<file path="src/hw/rtl/mbaf_pkg.sv">
// ----------------------------------------------------------------------------
// mbaf_pkg
// Shared types, constants and helpers of the Modbus ASCII request framer.
// ----------------------------------------------------------------------------
package mbaf_pkg;

   localparam int BYTE_W        = 8;
   localparam int CHAR_W        = 7;
   localparam int PAYLOAD_BYTES = 6;
   localparam int FRAME_BYTES   = PAYLOAD_BYTES + 1;   // payload plus LRC
   localparam int SEL_W         = $clog2(FRAME_BYTES);
   localparam int FRAME_CHARS   = 17;
   localparam int IDX_W         = $clog2(FRAME_CHARS);

   localparam int QUEUE_DEPTH   = 2;
   localparam int QUEUE_PTR_W   = $clog2(QUEUE_DEPTH);
   localparam int QUEUE_CNT_W   = $clog2(QUEUE_DEPTH + 1);

   // character positions inside one frame
   localparam logic [IDX_W-1:0] IDX_START = IDX_W'(0);
   localparam logic [IDX_W-1:0] IDX_CR    = IDX_W'(FRAME_CHARS - 2);
   localparam logic [IDX_W-1:0] IDX_LF    = IDX_W'(FRAME_CHARS - 1);

   localparam logic [CHAR_W-1:0] CHAR_COLON = 7'h3A;
   localparam logic [CHAR_W-1:0] CHAR_CR    = 7'h0D;
   localparam logic [CHAR_W-1:0] CHAR_LF    = 7'h0A;
   localparam logic [CHAR_W-1:0] CHAR_ZERO  = 7'h30;
   localparam logic [CHAR_W-1:0] CHAR_A     = 7'h41;

   // one queued frame: six payload bytes in send order, then the LRC
   typedef logic [FRAME_BYTES-1:0][BYTE_W-1:0] frame_bytes_type;

   function automatic logic [CHAR_W-1:0] hex_char(input logic [3:0] nib);
      logic [CHAR_W-1:0] ch;
      if (nib < 4'd10) begin
         ch = CHAR_ZERO + CHAR_W'(nib);
      end else begin
         ch = CHAR_A + CHAR_W'(nib - 4'd10);
      end
      return ch;
   endfunction

endpackage

</file>
<file path="src/hw/rtl/mbaf_if.sv">
// ----------------------------------------------------------------------------
// mbaf_req_if / mbaf_rsp_if
// Valid/ready channels for requests in and frame characters out.
// ----------------------------------------------------------------------------
interface mbaf_req_if;
   logic        valid;
   logic        ready;
   logic [7:0]  node_addr;
   logic [7:0]  function_code;
   logic [15:0] reg_address;
   logic [15:0] data_word;

   modport source (output valid, node_addr, function_code, reg_address, data_word,
                   input ready);
   modport sink   (input valid, node_addr, function_code, reg_address, data_word,
                   output ready);
endinterface

interface mbaf_rsp_if;
   logic       valid;
   logic       ready;
   logic [6:0] character;
   logic       last;

   modport source (output valid, character, last, input ready);
   modport sink   (input valid, character, last, output ready);
endinterface

</file>
<file path="src/hw/rtl/mbaf_front.sv">
// ----------------------------------------------------------------------------
// mbaf_front
// Accepts a request, splits it into frame bytes and appends the LRC.
// ----------------------------------------------------------------------------
module mbaf_front import mbaf_pkg::*; (
   input  logic                 clock,
   input  logic                 reset,
   mbaf_req_if.sink             req_chan,
   output logic                 push_valid,
   input  logic                 push_ready,
   output frame_bytes_type      push_frame
);

   logic                                       front_valid_ff, front_valid_in;
   logic [PAYLOAD_BYTES-1:0][BYTE_W-1:0]       front_bytes_ff, front_bytes_in;
   logic [BYTE_W-1:0]                          sum;
   logic                                       accept;

   assign req_chan.ready = !front_valid_ff || push_ready;
   assign accept         = req_chan.valid && req_chan.ready;
   assign push_valid     = front_valid_ff;

   always_comb begin
      sum = '0;
      for (int i = 0; i < PAYLOAD_BYTES; i++) begin
         sum = sum + front_bytes_ff[i];
      end
      push_frame = {BYTE_W'(~sum + 8'd1), front_bytes_ff};
   end

   always_comb begin
      front_valid_in = front_valid_ff;
      front_bytes_in = front_bytes_ff;
      if (accept) begin
         front_valid_in    = 1'b1;
         front_bytes_in[0] = req_chan.node_addr;
         front_bytes_in[1] = req_chan.function_code;
         front_bytes_in[2] = req_chan.reg_address[15:8];
         front_bytes_in[3] = req_chan.reg_address[7:0];
         front_bytes_in[4] = req_chan.data_word[15:8];
         front_bytes_in[5] = req_chan.data_word[7:0];
      end else if (push_ready) begin
         front_valid_in = 1'b0;
      end
   end

   always_ff @(posedge clock) begin
      if (reset) begin
         front_valid_ff <= 1'b0;
      end else begin
         front_valid_ff <= front_valid_in;
      end
      front_bytes_ff <= front_bytes_in;
   end

endmodule

</file>
<file path="src/hw/rtl/mbaf_queue.sv">
// ----------------------------------------------------------------------------
// mbaf_queue
// Short frame queue between the front and back parts.
// ----------------------------------------------------------------------------
module mbaf_queue import mbaf_pkg::*; (
   input  logic             clock,
   input  logic             reset,
   input  logic             push_valid,
   output logic             push_ready,
   input  frame_bytes_type  push_frame,
   output logic             pop_valid,
   input  logic             pop_ready,
   output frame_bytes_type  pop_frame
);

   frame_bytes_type           entry_ff [QUEUE_DEPTH];
   logic [QUEUE_PTR_W-1:0]    wr_ptr_ff, wr_ptr_in;
   logic [QUEUE_PTR_W-1:0]    rd_ptr_ff, rd_ptr_in;
   logic [QUEUE_CNT_W-1:0]    count_ff, count_in;
   logic                      do_push, do_pop;

   assign push_ready = count_ff != QUEUE_CNT_W'(QUEUE_DEPTH);
   assign pop_valid  = count_ff != '0;
   assign pop_frame  = entry_ff[rd_ptr_ff];
   assign do_push    = push_valid && push_ready;
   assign do_pop     = pop_valid && pop_ready;

   always_comb begin
      wr_ptr_in = do_push ? wr_ptr_ff + QUEUE_PTR_W'(1) : wr_ptr_ff;
      rd_ptr_in = do_pop  ? rd_ptr_ff + QUEUE_PTR_W'(1) : rd_ptr_ff;
      count_in  = count_ff;
      if (do_push && !do_pop) begin
         count_in = count_ff + QUEUE_CNT_W'(1);
      end else if (do_pop && !do_push) begin
         count_in = count_ff - QUEUE_CNT_W'(1);
      end
   end

   always_ff @(posedge clock) begin
      if (reset) begin
         wr_ptr_ff <= '0;
         rd_ptr_ff <= '0;
         count_ff  <= '0;
      end else begin
         wr_ptr_ff <= wr_ptr_in;
         rd_ptr_ff <= rd_ptr_in;
         count_ff  <= count_in;
      end
      if (do_push) begin
         entry_ff[wr_ptr_ff] <= push_frame;
      end
   end

endmodule

</file>
<file path="src/hw/rtl/mbaf_back.sv">
// ----------------------------------------------------------------------------
// mbaf_back
// Walks one queued frame, one ASCII character per cycle unless output stalls.
// ----------------------------------------------------------------------------
module mbaf_back import mbaf_pkg::*; (
   input  logic             clock,
   input  logic             reset,
   input  logic             pop_valid,
   output logic             pop_ready,
   input  frame_bytes_type  pop_frame,
   mbaf_rsp_if.source       rsp_chan
);

   logic                  cur_valid_ff, cur_valid_in;
   frame_bytes_type       cur_frame_ff, cur_frame_in;
   logic [IDX_W-1:0]      idx_ff, idx_in;
   logic                  out_valid_ff, out_valid_in;
   logic [CHAR_W-1:0]     out_char_ff, out_char_in;
   logic                  out_last_ff, out_last_in;

   logic                  out_free, emit, frame_done;
   logic [IDX_W-1:0]      idx_m1;
   logic [SEL_W-1:0]      byte_sel;
   logic [BYTE_W-1:0]     cur_byte;
   logic [CHAR_W-1:0]     next_char;

   assign out_free   = !out_valid_ff || rsp_chan.ready;
   assign emit       = cur_valid_ff && out_free;
   assign frame_done = emit && (idx_ff == IDX_LF);
   assign pop_ready  = !cur_valid_ff || frame_done;

   assign rsp_chan.valid     = out_valid_ff;
   assign rsp_chan.character = out_char_ff;
   assign rsp_chan.last      = out_last_ff;

   // hex digits start at position one, two per byte, high nibble first
   assign idx_m1   = idx_ff - IDX_W'(1);
   assign byte_sel = idx_m1[SEL_W:1];

   always_comb begin
      cur_byte = '0;
      for (int i = 0; i < FRAME_BYTES; i++) begin
         if (byte_sel == SEL_W'(i)) begin
            cur_byte = cur_frame_ff[i];
         end
      end
   end

   always_comb begin
      case (idx_ff)
         IDX_START: next_char = CHAR_COLON;
         IDX_CR:    next_char = CHAR_CR;
         IDX_LF:    next_char = CHAR_LF;
         default:   next_char = idx_m1[0] ? hex_char(cur_byte[3:0])
                                          : hex_char(cur_byte[7:4]);
      endcase
   end

   always_comb begin
      cur_valid_in = cur_valid_ff;
      cur_frame_in = cur_frame_ff;
      idx_in       = idx_ff;
      if (pop_valid && pop_ready) begin
         cur_valid_in = 1'b1;
         cur_frame_in = pop_frame;
         idx_in       = IDX_START;
      end else if (frame_done) begin
         cur_valid_in = 1'b0;
      end else if (emit) begin
         idx_in = idx_ff + IDX_W'(1);
      end
   end

   always_comb begin
      out_valid_in = out_valid_ff;
      out_char_in  = out_char_ff;
      out_last_in  = out_last_ff;
      if (emit) begin
         out_valid_in = 1'b1;
         out_char_in  = next_char;
         out_last_in  = idx_ff == IDX_LF;
      end else if (rsp_chan.ready) begin
         out_valid_in = 1'b0;
      end
   end

   always_ff @(posedge clock) begin
      if (reset) begin
         cur_valid_ff <= 1'b0;
         idx_ff       <= IDX_START;
         out_valid_ff <= 1'b0;
      end else begin
         cur_valid_ff <= cur_valid_in;
         idx_ff       <= idx_in;
         out_valid_ff <= out_valid_in;
      end
      cur_frame_ff <= cur_frame_in;
      out_char_ff  <= out_char_in;
      out_last_ff  <= out_last_in;
   end

endmodule

</file>
<file path="src/hw/rtl/modbus_ascii_request_framer.sv">
// Path: a frame's first character (the colon) passes the front register, the
//   queue, the back frame register and its output register; LF comes last.
// Throughput: one character per cycle while the output is not stalled, set by the
//   single character output of the back part.
// Reset: synchronous; clears the front stage, queue and back part valid state.
//   No clearing pass, so a request may be taken in the first cycle after reset.
// ----------------------------------------------------------------------------
// modbus_ascii_request_framer
// Turns each Modbus request into a 17-character ASCII frame with LRC.
// ----------------------------------------------------------------------------
module modbus_ascii_request_framer import mbaf_pkg::*; (
   input  logic         clock,
   input  logic         reset,
   mbaf_req_if.sink     req_chan,
   mbaf_rsp_if.source   rsp_chan
);

   // front -> queue
   logic             push_valid;
   logic             push_ready;
   frame_bytes_type  push_frame;

   // queue -> back
   logic             pop_valid;
   logic             pop_ready;
   frame_bytes_type  pop_frame;

   // Front: register the request bytes and append the LRC on the way out,
   // so a new request can enter as soon as the previous one moves on.
   mbaf_front u_front (
      .clock      (clock),
      .reset      (reset),
      .req_chan   (req_chan),
      .push_valid (push_valid),
      .push_ready (push_ready),
      .push_frame (push_frame)
   );

   // Queue: hold up to two complete frames, so the front keeps taking
   // requests while the back is still sending a frame.
   mbaf_queue u_queue (
      .clock      (clock),
      .reset      (reset),
      .push_valid (push_valid),
      .push_ready (push_ready),
      .push_frame (push_frame),
      .pop_valid  (pop_valid),
      .pop_ready  (pop_ready),
      .pop_frame  (pop_frame)
   );

   // Back: step through colon, twelve payload digits, two LRC digits, CR, LF.
   // The next frame is loaded in the same cycle the line feed goes out,
   // so frames follow with no gap.
   mbaf_back u_back (
      .clock      (clock),
      .reset      (reset),
      .pop_valid  (pop_valid),
      .pop_ready  (pop_ready),
      .pop_frame  (pop_frame),
      .rsp_chan   (rsp_chan)
   );

endmodule
</file>
<file path="src/flat_wrapper.sv">
// flat-port wrapper written by rule: the top's interface ports become plain ports
module modbus_ascii_request_framer_flat import mbaf_pkg::*;
  (clock, reset, req_chan_valid, req_chan_node_addr, req_chan_function_code, req_chan_reg_address, req_chan_data_word, req_chan_ready, rsp_chan_valid, rsp_chan_character, rsp_chan_last, rsp_chan_ready);
  mbaf_req_if req_chan_i ();
  mbaf_rsp_if rsp_chan_i ();
  input  logic clock;
  input  logic reset;
  input wire logic [$bits(req_chan_i.valid)-1:0] req_chan_valid;
  input wire logic [$bits(req_chan_i.node_addr)-1:0] req_chan_node_addr;
  input wire logic [$bits(req_chan_i.function_code)-1:0] req_chan_function_code;
  input wire logic [$bits(req_chan_i.reg_address)-1:0] req_chan_reg_address;
  input wire logic [$bits(req_chan_i.data_word)-1:0] req_chan_data_word;
  output wire logic [$bits(req_chan_i.ready)-1:0] req_chan_ready;
  output wire logic [$bits(rsp_chan_i.valid)-1:0] rsp_chan_valid;
  output wire logic [$bits(rsp_chan_i.character)-1:0] rsp_chan_character;
  output wire logic [$bits(rsp_chan_i.last)-1:0] rsp_chan_last;
  input wire logic [$bits(rsp_chan_i.ready)-1:0] rsp_chan_ready;
  assign req_chan_i.valid = req_chan_valid;
  assign req_chan_i.node_addr = req_chan_node_addr;
  assign req_chan_i.function_code = req_chan_function_code;
  assign req_chan_i.reg_address = req_chan_reg_address;
  assign req_chan_i.data_word = req_chan_data_word;
  assign req_chan_ready = req_chan_i.ready;
  assign rsp_chan_valid = rsp_chan_i.valid;
  assign rsp_chan_character = rsp_chan_i.character;
  assign rsp_chan_last = rsp_chan_i.last;
  assign rsp_chan_i.ready = rsp_chan_ready;
  modbus_ascii_request_framer u_core (.clock(clock), .reset(reset), .req_chan(req_chan_i), .rsp_chan(rsp_chan_i));
endmodule
</file>
<file path="config.mk">
export PLATFORM = sky130hd
export DESIGN_NAME = modbus_ascii_request_framer_flat
export DESIGN_NICKNAME = d
export VERILOG_FILES = /design/src/hw/rtl/mbaf_pkg.sv /design/src/hw/rtl/mbaf_if.sv /design/src/hw/rtl/mbaf_front.sv /design/src/hw/rtl/mbaf_queue.sv /design/src/hw/rtl/mbaf_back.sv /design/src/hw/rtl/modbus_ascii_request_framer.sv /design/src/flat_wrapper.sv
export SDC_FILE = /design/constraint.sdc
export NUM_CORES = 1
export LEC_CHECK = 0
export ABC_AREA = 1
export BUFFER_PORTS_ARGS = -buffer_cell sky130_fd_sc_hd__buf_2
export CAP_MARGIN = 20
export CORE_MARGIN = 2
export CORE_UTILIZATION = 35
export DETAILED_ROUTE_END_ITERATION = 10
export PLACE_DENSITY_LB_ADDON = 0.08
export SYNTH_ARGS = -nofsm -noshare
export SYNTH_HDL_FRONTEND = slang
export SYNTH_SLANG_ARGS = --single-unit
</file>
<file path="constraint.sdc">
create_clock -name clock -period 5.8 [get_ports clock]
set_input_delay 0.58 -clock clock [delete_from_list [all_inputs] [get_ports clock]]
set_output_delay 0.58 -clock clock [all_outputs]
set_load 0.02 [all_outputs]
</file>
==> run_results.csv, run 1 <==
group,metric,value,unit
route,via_per_inst,4.43,
power_and_ir_drop,ir_drop,0.231,mV
logic_synthesis,ys_seq_area_share,68.3,%
cts,clk-insertion-delay-late,0.55,ns
cts,numCtsBuffers,29,
run,drv_cap,0,
timing,rsz0062_at_grt,"no",
timing,period_share,64.7,%
cts,cts_hold_buf,0,
placed_design,hpwl,13400,µm
placed_design,pre_cts_slack,2.01,ns
route,vias,5665,
power_and_ir_drop,cellLeakagePower,4.64,nW
timing,worstMarginPinSlew,0.873,ns
timing,fin_tns_setup,0,ns
timing,period_minus_slack,3.75,ns
critical_path,reg2reg_depth,13,
critical_path,path_max_fanout,3,
cts,cts_max_level,1,
floorplan,die_area,30500,µm²
logic_synthesis,netlist_instances,794,
route,drc,0,
timing,max_slew_margin,41.8,%
logic_synthesis,yosys_warnings,0,
route,first_pass_iters,4,
timing,fmax,266,MHz
logic_synthesis,synthesis.nets,891,
critical_path,crit-reg2reg-capture,"u_core.u_queue.entry_ff[1][55]$_DFFE_PP_",
global_routing,grt_pass1_wl,32500,µm
critical_path,cpMaxStageDelayCell,"fa_1",
timing,timing_hold_violations_final,0,
min_path,holdCritStartpoint,"req_chan_function_code[4]",
floorplan,initial_core_util,35.5,%
critical_path,cp.arrival,4.04,ns
cts,clockBufferDepth,3,
run_status,status,"completed",
critical_path,ff2ff_setup_slack,2.05,ns
global_routing,grt_use_total,13.8,%
critical_path,start_kind,"flop",
logic_synthesis,mappedNetlistArea,10200,µm²
critical_path,worstPathCellList,"fa_1 > fa_1 > inv_1 > fa_1 > inv_1 > ha_1 > inv_1 > fa_1 > inv_1 > nor3_1 > nand2_1 > nor2_1 > xor2_1",
route,ant_nets,0,
min_path,min_path_type,"in -> reg",
placed_design,post_dp_cell_area,11000,µm²
route,drt_wl_total,20400,µm
logic_synthesis,postSynthAreaPerCell,12.8,µm²
cells_and_area,drive_gt1_share,17.5,%
logic_synthesis,synthFlopType,"edfxtp_1",
cells_and_area,diodes,0,
floorplan,die-width,175,µm
floorplan,coreArea,28700,µm²
global_routing,overflow,0,
floorplan,io_pins,62,
logic_synthesis,yosys_register_bits,236,
placed_design,place.gp.congestion,0.833,
global_routing,grt_pass1_vias,5808,
cells_and_area,fin_area,11900,µm²
cts,cts_root_buffer,"clkbuf_16",
timing,clock_skew,0.0110,ns
critical_path,slowest_delay,0.55,ns
critical_path,crit_required,6.09,ns
logic_synthesis,yosysTopAreaCell,"edfxtp_1",
logic_synthesis,netlist_top_cells_area,"edfxtp_1 (66%), nand2_1 (8.8%), fa_1 (5.3%)",
critical_path,endpoint_kind,"flop",
timing,slew_violations,0,
route,wire_per_inst,15.9,µm
logic_synthesis,synth_common_cells,"nand2_1 (238), edfxtp_1 (224), inv_1 (72)",
critical_path,r2r_start,"u_core.u_front.push_frame[2]$_DFFE_PP_",
cts,cts_setup_buffers,0,
cts,cts_sinks,236,
placed_design,io_buffers,61,
route,drt-initial-drc-count,353,
cts,postCtsResizedCells,0,
min_path,hold_end,"u_core.u_front.push_frame[12]$_DFFE_PP_",
logic_synthesis,synth_edf_count,224,
power_and_ir_drop,total_power,6.17,mW
logic_synthesis,ys_types,43,
logic_synthesis,yosysMostFrequentCell,"nand2_1",
timing,layout_setup_ws,2.05,ns
floorplan,die_y,175,µm
critical_path,critPathKind,"reg -> reg",
cells_and_area,synthToLayoutAreaGrowth,16.4,%
power_and_ir_drop,p_per_area,520,nW/µm²
logic_synthesis,synthArstFlopShare,0,%
global_routing,grt_start_max_net_pins,61,
cts,cts_tree,"built",
cells_and_area,final_nets,972,
cts,path_clk_slew,0.06,ns
min_path,hold_depth,1,
floorplan,rows,62,
timing,setup_viol_count_final,0,
global_routing,antenna_found_initial,0,
logic_synthesis,yosysTopAreaCellShare,65.9,%
[per-stage QoR]
| stage | util [%] | cells | hold slack, ns |
|---|---|---|---|
| floorplan | - | 794 | 0.440 |
| global placement | 38.2 | 1227 | 0.450 |
| detailed placement | 38.2 | 1227 | 0.469 |
| CTS | 41.3 | 1278 | 0.172 |
| global route | 41.4 | 1279 | 0.174 |
| finish | 41.4 | 1279 | 0.203 |
[flip-flops by register name (all words and copies together) (netlist names)]
register	count
u_core.u_back.idx_ff	5
u_core.u_queue.wr_ptr_ff	1
u_core.u_back.rsp_chan.last	1
u_core.u_front.push_frame	48
u_core.u_front.push_valid	1
u_core.u_back.cur_frame_ff	56
u_core.u_back.rsp_chan.valid	1
u_core.u_back.cur_valid_ff	1
u_core.u_queue.rd_ptr_ff	1
u_core.u_back.rsp_chan.character	7
u_core.u_queue.count_ff	2
u_core.u_queue.entry_ff	112
[final cells by class]
class / instances / area, µm²
sequential: 236 / 6970
inverter: 76 / 293
clock inverter: 12 / 130
fill: 2698 / 16800
timing repair buffer: 67 / 363
tap: 384 / 480
clock buffer: 39 / 763
multi-input combinational: 465 / 2880
[per-layer routing]
layer / vias up / part of all wire [%] / global-route usage [%]
li1: 2839 / - / -
met1: 2708 / 45 / 18.1
met2: 85 / 49 / 23.8
met3: 33 / 3.4 / 2.24
met4: 0 / 2.4 / 3.65
met5: - / 0 / 0
[worst max-delay path, delay by kind of cell, from the launching register on]
| family | cells | cell delay [ns] |
|---|---|---|
| adders and majority gates | 5 | 2.21 |
| and+or+nand+nor | 3 | 0.52 |
| DFF | 1 | 0.43 |
| xor gates and xnor gates | 1 | 0.10 |
| buffers and inverters | 4 | 0.25 |
[worst max-delay path by stage]
stage | start | end | slack, ns | cells after the start
detailed placement | u_core.u_front.push_frame[2]$_DFFE_PP_ | u_core.u_queue.entry_ff[1][55]$_DFFE_PP_ | 2.01 | 13
global placement | u_core.u_front.push_frame[2]$_DFFE_PP_ | u_core.u_queue.entry_ff[0][55]$_DFFE_PP_ | 2.07 | 13
floorplan | u_core.u_back.idx_ff[0]$_SDFFE_PP0P_ | u_core.u_queue.count_ff[1]$_SDFFE_PP0P_ | 0.75 | 13
global route | u_core.u_front.push_frame[2]$_DFFE_PP_ | u_core.u_queue.entry_ff[1][55]$_DFFE_PP_ | 1.79 | 13
CTS | u_core.u_front.push_frame[2]$_DFFE_PP_ | u_core.u_queue.entry_ff[1][55]$_DFFE_PP_ | 2.01 | 13
finish | u_core.u_front.push_frame[2]$_DFFE_PP_ | u_core.u_queue.entry_ff[1][55]$_DFFE_PP_ | 2.05 | 13
[where the power goes]
part	internal, mW	leakage [nW]	switching, mW
clock	1.01	0.435	0.675
sequential	2.43	2.19	0.120
combinational	0.629	2.01	1.30
[kinds of logic after synthesis]
family                     count (synthesis)  synth area share, %
and+or+nand+nor                          366                 16.6
buffers and inverters                     93                 3.75
adders and majority gates                 45                 7.51
AOI/OAI and AO/OA                         30                 1.78
xor gates and xnor gates                  21                 1.80
DFF                                      236                 68.3
muxes                                      3                0.294
[cell usage in the layout (no fill, tap or decap), drive strengths merged, types with 7 or more instances in the layout]
master / netlist / routed
edfxtp: 224 / 224
buf: 4 / 67
o21ai: 7 / 7
fa: 27 / 27
a21oi: 18 / 18
xor2: 10 / 10
nand3: 49 / 49
clkbuf: 13 / 39
nor2: 44 / 44
dfxtp: 12 / 12
ha: 18 / 18
nand2: 253 / 253
clkinv: 0 / 8
inv: 76 / 78
xnor2: 11 / 11
No activity file was read; power rests on OpenSTA's default activity.
==> inputs of run 2 (changes only) <==
--- a/config.mk
+++ b/config.mk
@@ -5,7 +5,7 @@
 export SDC_FILE = /design/constraint.sdc
 export NUM_CORES = 1
 export LEC_CHECK = 0
-export ABC_AREA = 1
+export ABC_AREA = 0
 export BUFFER_PORTS_ARGS = -buffer_cell sky130_fd_sc_hd__buf_2
 export CAP_MARGIN = 20
 export CORE_MARGIN = 2
==> constraint.sdc (replaced) <==
create_clock -name clock -period 3.2 [get_ports clock]
set_input_delay 0.32 -clock clock [delete_from_list [all_inputs] [get_ports clock]]
set_output_delay 0.32 -clock clock [all_outputs]
set_load 0.02 [all_outputs]
==> run 2 against run 1 <==
Effect of this change:
- the run now ends with negative setup slack left
- global-route usage down 0.40 points
- register-to-register slack got worse by 2.6 ns
- synthesized cell count is 23% lower
- critical path depth unchanged
- final cell count down 1.2%
- clock-buffer cell count fell by 5
- sequential cell count stayed put
- total power up 120%
- clock power up 89%
- highest routed layer unchanged
==> run_results.csv, run 2 <==
group,metric,value,unit
run_status,status,"complete, but fails checks",
run_status,violations,"negative setup slack",
timing,rsz0062_at_grt,"yes",
cts,clockBufferDepth,3,
logic_synthesis,yosysTopAreaCellShare,66.8,%
timing,max_slew_margin,41.8,%
timing,setup_viol_count_final,11,
critical_path,start_kind,"flop",
route,drt_wl_total,20400,µm
power_and_ir_drop,p_per_area,992,nW/µm²
route,drt-initial-drc-count,248,
route,via_per_inst,4.56,
floorplan,io_pins,62,
logic_synthesis,synth_edf_count,224,
placed_design,hpwl,13400,µm
timing,slew_violations,0,
route,vias,5763,
placed_design,place.gp.congestion,0.780,
logic_synthesis,ys_types,60,
logic_synthesis,synthArstFlopShare,0,%
logic_synthesis,postSynthAreaPerCell,16.5,µm²
cells_and_area,diodes,0,
critical_path,path_max_fanout,2,
logic_synthesis,netlist_instances,612,
floorplan,coreArea,28500,µm²
cells_and_area,drive_gt1_share,40.7,%
cells_and_area,final_nets,958,
critical_path,critPathKind,"reg -> reg",
cells_and_area,final_cells,1264,
cts,clk-insertion-delay-late,0.54,ns
cells_and_area,largest_reg_flops,112,
cts,cts_max_level,1,
logic_synthesis,yosysTopAreaCell,"edfxtp_1",
floorplan,die_y,174,µm
cts,cts_root_buffer,"clkbuf_16",
global_routing,grt_pass1_wl,31800,µm
route,ant_nets,0,
timing,period_minus_slack,3.72,ns
cells_and_area,fillers,2483,
timing,fmax,269,MHz
logic_synthesis,mappedNetlistArea,10100,µm²
placed_design,place.detailed.instances,1146,
global_routing,antenna_found_initial,0,
cts,path_clk_slew,0.06,ns
cells_and_area,mostFrequentLayoutCells,"edfxtp_1 (224), buf_4 (112), buf_2 (61)",
global_routing,grt_use_total,13.4,%
logic_synthesis,synth_common_cells,"edfxtp_1 (224), mux2_2 (56), inv_1 (50)",
logic_synthesis,ys_seq_area_share,69.2,%
run,drv_cap,0,
floorplan,die-width,174,µm
critical_path,crit_required,3.48,ns
critical_path,endpoint_kind,"flop",
cts,cts_sinks,236,
logic_synthesis,synthFlopType,"edfxtp_1",
logic_synthesis,synthesis.nets,709,
floorplan,rows,62,
global_routing,overflow,0,
cells_and_area,top_register,"u_core.u_queue.entry_ff",
route,first_pass_iters,4,
route,wire_per_inst,16.1,µm
global_routing,grt_start_max_net_pins,57,
placed_design,io_buffers,61,
timing,worstMarginPinSlew,0.873,ns
floorplan,initial_core_util,35.3,%
route,drc,0,
logic_synthesis,yosys_register_bits,236,
floorplan,die_area,30200,µm²
cells_and_area,synthToLayoutAreaGrowth,35.9,%
timing,timing_hold_violations_final,0,
timing,period_share,116,%
min_path,min_path_type,"in -> reg",
power_and_ir_drop,ir_drop,0.440,mV
timing,clock_skew,0.0106,ns
power_and_ir_drop,total_power,13.6,mW
cells_and_area,layout_commonest_cell,"edfxtp_1",
global_routing,grt_pass1_vias,5983,
cts,numCtsBuffers,28,
cts,cts_tree,"built",
logic_synthesis,netlist_top_cells_area,"edfxtp_1 (67%), mux2_2 (6.3%), fa_1 (5.4%)",
logic_synthesis,yosysMostFrequentCell,"edfxtp_1",
timing,layout_setup_ws,-0.519,ns
logic_synthesis,yosys_warnings,0,
power_and_ir_drop,cellLeakagePower,5.09,nW
critical_path,cp.arrival,4.00,ns
## run 2: cell count changes in the layout (fill, tap and decap cells not counted), sizes merged, moves of 28 or more
cell,delta
nand2,-231
buf,+121
mux2,+56
dlygate4sd3,+48
nand3,-43
inv,-28
## run 2: what timing repair did
item / 4_1_cts / 5_1_grt
hold buffers: 48 / 0
pin swaps: 16 / 20
setup buffers: 10 / 11
setup endpoints to repair: 17 / 16
gates resized for setup: 30 / 34
hold endpoints to repair: 48 / 0
## run 2: power breakdown
group	switching, mW	total [mW]	internal, mW
clock	1.19	3.19	2.00
combinational	2.76	5.77	3.01
sequential	0.283	4.61	4.33
## run 2: metal layers
metal	up-vias	wire [µm]	GRT usage (%)
met3	41	588	2.28
li1	2792	-	-
met5	-	0	0
met1	2846	9190	17.6
met2	84	10100	22.8
met4	0	583	4.10
## run 2: layout make-up
class                           instances  area, µm²  share of cell area (%)
Clock buffer                           34        723                    5.28
Clock inverter                         15        208                    1.52
Inverter                               50        200                    1.46
Multi-Input combinational cell        309       3240                    23.7
Sequential cell                       236       6970                    51.0
Tap cell                              384        480                    3.51
Timing Repair Buffer                  236       1860                    13.6
## run 2: worst paths after layout
check                                                   end  slack [ns]  cells after the start                               startpoint
setup reg to reg   u_core.u_queue.entry_ff[0][55]$_DFFE_PP_       -0.52                     13  u_core.u_front.push_frame[10]$_DFFE_PP_
setup / recovery   u_core.u_queue.entry_ff[0][55]$_DFFE_PP_       -0.52                     13  u_core.u_front.push_frame[10]$_DFFE_PP_
hold reg to reg   u_core.u_back.rsp_chan.valid$_SDFFE_PP0P_        0.48                      2  u_core.u_back.cur_valid_ff$_SDFFE_PP0P_
hold / removal       u_core.u_front.push_valid$_SDFFE_PP0P_        0.02                      3                           req_chan_valid
## run 2: metrics by stage
step	setup TNS [ns]	util [%]	area, µm²	worst slack (ns)	hold WS [ns]
after global placement	-4.14	41.3	11800	-0.500	0.473
after global routing	-5.26	47.9	13700	-0.674	0.0373
after CTS	-4.21	47.0	13400	-0.570	0.00627
after floorplan	-1.75	-	10200	-0.383	0.419
final	-3.86	47.9	13700	-0.519	0.0237
after detailed placement	-4.79	41.3	11800	-0.542	0.476
## run 2: cells by family after synthesis
group                      count (synthesis)  share of synthesized area (%)
DFF                                      236                           69.2
and+or+nand+nor                           96                           4.93
AOI/OAI and AO/OA                         74                           5.76
buffers and inverters                     67                           2.62
muxes                                     60                           6.91
adders and majority gates                 45                           7.60
xor gates and xnor gates                  34                           3.03
## run 2: worst max-delay path, stage by stage, from the launching register on
cell and delay (ns):
edfxtp_1 0.41, fa_1 0.54, fa_1 0.50, inv_1 0.05, fa_1 0.45, inv_2 0.08
ha_4 0.13, inv_2 0.04, fa_2 0.54, nor2b_4 0.15, nand4_1 0.12, nor3_2 0.20
xnor2_1 0.15, xnor2_1 0.10
==> inputs of run 3 (changes only) <==
--- a/config.mk
+++ b/config.mk
@@ -6,11 +6,11 @@
 export NUM_CORES = 1
 export LEC_CHECK = 0
 export ABC_AREA = 0
-export BUFFER_PORTS_ARGS = -buffer_cell sky130_fd_sc_hd__buf_2
 export CAP_MARGIN = 20
 export CORE_MARGIN = 2
 export CORE_UTILIZATION = 35
 export DETAILED_ROUTE_END_ITERATION = 10
+export DONT_BUFFER_PORTS = 1
 export PLACE_DENSITY_LB_ADDON = 0.08
 export SYNTH_ARGS = -nofsm -noshare
 export SYNTH_HDL_FRONTEND = slang
==> run 3 against run 2 <==
Effect of this change:
- the run still ends with negative setup slack left
- die area did not move
- via count fell by 3.4%
- sequential cell count unchanged
- clock-buffer cell count decreased by 1
- final cell count decreased by 4.8%
- critical path depth did not move
- sequential share of layout area grew 1.6 points
- total power is 3.3% lower
- sequential power up 1%
- worst setup slack improved by 0.048 ns
- critical path type unchanged
==> run_results.csv, run 3 (synthesis results as in run 2) <==
group,metric,value,unit
run_status,status,"complete, but fails checks",
run_status,violations,"negative setup slack",
power_and_ir_drop,pwr-share-seq,35.6,%
cts,numCtsBuffers,27,
critical_path,endpoint_kind,"flop",
route,drt-initial-drc-count,268,
global_routing,busiest_layer,"met2",
timing,max_slew_margin,44.2,%
power_and_ir_drop,combPwrFrac,42.4,%
critical_path,cp.arrival,3.94,ns
floorplan,coreArea,28500,µm²
global_routing,grt_pass1_vias,6070,
route,via_per_inst,4.63,
global_routing,grt_pass1_wl,32800,µm
placed_design,io_buffers,0,
floorplan,io_pins,62,
route,drc,0,
power_and_ir_drop,p_per_area,990,nW/µm²
global_routing,grt_use_total,13.9,%
cells_and_area,largest_reg_flops,112,
route,wire_per_inst,17.3,µm
critical_path,path_max_fanout,2,
global_routing,use_met1,18.2,%
critical_path,critPathKind,"reg -> reg",
cells_and_area,top_register,"u_core.u_queue.entry_ff",
timing,rsz0062_at_grt,"yes",
cells_and_area,mostFrequentLayoutCells,"edfxtp_1 (224), buf_4 (112), mux2_2 (56)",
min_path,hold_depth,2,
timing,layout_setup_ws,-0.471,ns
timing,slew_violations,0,
min_path,holdCritStartpoint,"reset",
placed_design,place.detailed.instances,1084,
min_path,hold_end,"u_core.u_back.idx_ff[2]$_SDFFE_PP0P_",
route,vias,5569,
floorplan,initial_core_util,35.3,%
critical_path,reg2reg_depth,13,
cells_and_area,drive_gt1_share,36.1,%
critical_path,start_kind,"flop",
run,drv_cap,0,
power_and_ir_drop,p_sw,4.18,mW
timing,setup_viol_count_final,11,
power_and_ir_drop,switching_share,31.8,%
timing,period_minus_slack,3.67,ns
floorplan,rows,62,
cells_and_area,final_nets,898,
placed_design,place.gp.congestion,0.779,
power_and_ir_drop,pwr-share-clk,22.0,%
cells_and_area,final_cells,1203,
critical_path,crit-reg2reg-capture,"u_core.u_queue.entry_ff[0][55]$_DFFE_PP_",
placed_design,hpwl,13900,µm
cts,path_clk_slew,0.06,ns
route,first_pass_iters,4,
cts,cts_tree,"built",
global_routing,met3_usage,2.19,%
floorplan,die-width,174,µm
route,drt_wl_total,20900,µm
global_routing,grt_start_max_net_pins,57,
cells_and_area,diodes,0,
placed_design,pre_cts_slack,-0.551,ns
cts,cts_root_buffer,"clkbuf_16",
power_and_ir_drop,cellLeakagePower,4.79,nW
min_path,min_path_type,"in -> reg",
route,ant_nets,0,
cells_and_area,layout_commonest_cell,"edfxtp_1",
power_and_ir_drop,ir_drop,0.476,mV
floorplan,die_y,174,µm
timing,clock_skew,0.0147,ns
critical_path,crit_required,3.47,ns
timing,worstMarginPinSlew,0.836,ns
cells_and_area,synthToLayoutAreaGrowth,31.6,%
timing,timing_hold_violations_final,0,
cts,clockBufferDepth,3,
critical_path,ff2ff_setup_slack,-0.47,ns
timing,period_share,115,%
critical_path,r2r_start,"u_core.u_front.push_frame[26]$_DFFE_PP_",
cts,cts_sinks,236,
floorplan,die_area,30200,µm²
timing,worst_hold_slack,0.0973,ns
global_routing,antenna_found_initial,0,
global_routing,met2_usage,24.1,%
cts,clk-insertion-delay-late,0.53,ns
power_and_ir_drop,total_power,13.1,mW
cts,cts_max_level,1,
timing,fmax,272,MHz
power_and_ir_drop,p_int,8.94,mW
global_routing,overflow,0,
==> run 3: cell count changes in the layout (fill, tap and decap cells not counted), moves of 2 or more <==
cell / delta
clkinvlp_4: +3
clkinv_1: -2
a21oi_1: +2
nand2_2: +2
buf_2: -61
a31oi_1: +2
bufinv_16: -3
a21oi_2: -2
dlygate4sd3_1: +3
==> run 3: worst max-delay path, stage by stage (launching register included) <==
cell and delay [ns]:
edfxtp_1 0.43, fa_1 0.53, fa_1 0.51, inv_1 0.05, fa_1 0.44, inv_2 0.08
ha_4 0.13, inv_2 0.04, fa_2 0.53, nor2b_4 0.15, nand4_1 0.13, nor3_2 0.15
xnor2_1 0.15, xnor2_1 0.11
==> run 3: how the worst max path moves through the flow <==
stage / from / to / slack [ns] / cells after the start
after floorplan: u_core.u_front.push_frame[18]$_DFFE_PP_ / u_core.u_queue.entry_ff[0][55]$_DFFE_PP_ / -0.38 / 13
after global routing: u_core.u_front.push_frame[26]$_DFFE_PP_ / u_core.u_queue.entry_ff[1][55]$_DFFE_PP_ / -0.67 / 15
after global placement: u_core.u_front.push_frame[18]$_DFFE_PP_ / u_core.u_queue.entry_ff[0][55]$_DFFE_PP_ / -0.51 / 13
final: u_core.u_front.push_frame[26]$_DFFE_PP_ / u_core.u_queue.entry_ff[0][55]$_DFFE_PP_ / -0.47 / 13
after detailed placement: u_core.u_front.push_frame[18]$_DFFE_PP_ / u_core.u_queue.entry_ff[0][55]$_DFFE_PP_ / -0.55 / 13
after CTS: u_core.u_front.push_frame[42]$_DFFE_PP_ / u_core.u_queue.entry_ff[1][55]$_DFFE_PP_ / -0.53 / 13
==> run 3: layout make-up <==
type	count	area [µm²]
fillers	2537	15300
flip-flops and latches	236	6970
multi-input cells	309	3210
repair buffers	177	1570
clock buffers	33	698
well taps	384	480
inverters	50	198
clock inverters	14	130
==> run 3: through the flow <==
step | instance area (µm²) | util, % | setup TNS (ns)
2_1_floorplan | 10200 | - | -1.75
3_3_place_gp | 11500 | 40.2 | -3.81
3_5_place_dp | 11500 | 40.2 | -4.24
4_1_cts | 13000 | 45.6 | -3.44
5_1_grt | 13300 | 46.4 | -4.89
6_report | 13300 | 46.4 | -3.22
==> run 3: metal layers <==
layer	wire (µm)	share of wire (%)
met1	9490	45
met2	10400	50
met3	687	3.3
met4	268	1.3
met5	0	0
==> run 3: what timing repair did <==
| item | CTS | global route |
|---|---|---|
| setup endpoints to repair | 17 | 17 |
| pin swaps | 29 | 17 |
| hold buffers | 51 | 0 |
| hold endpoints to repair | 55 | 0 |
| buffers inserted | 16 | 6 |
| gates resized for setup | 21 | 37 |
==> run 3: power by group through the flow <==
stage | Clock, mW | Sequential (mW) | Combinational, mW
3_3_place_gp | 0 | 4.72 | 4.75
6_report | 2.88 | 4.67 | 5.56
3_5_place_dp | 0 | 4.73 | 4.84
2_1_floorplan | 0 | 4.58 | 3.02
5_1_grt | 3.12 | 4.73 | 6.07
4_1_cts | 2.99 | 4.68 | 5.18
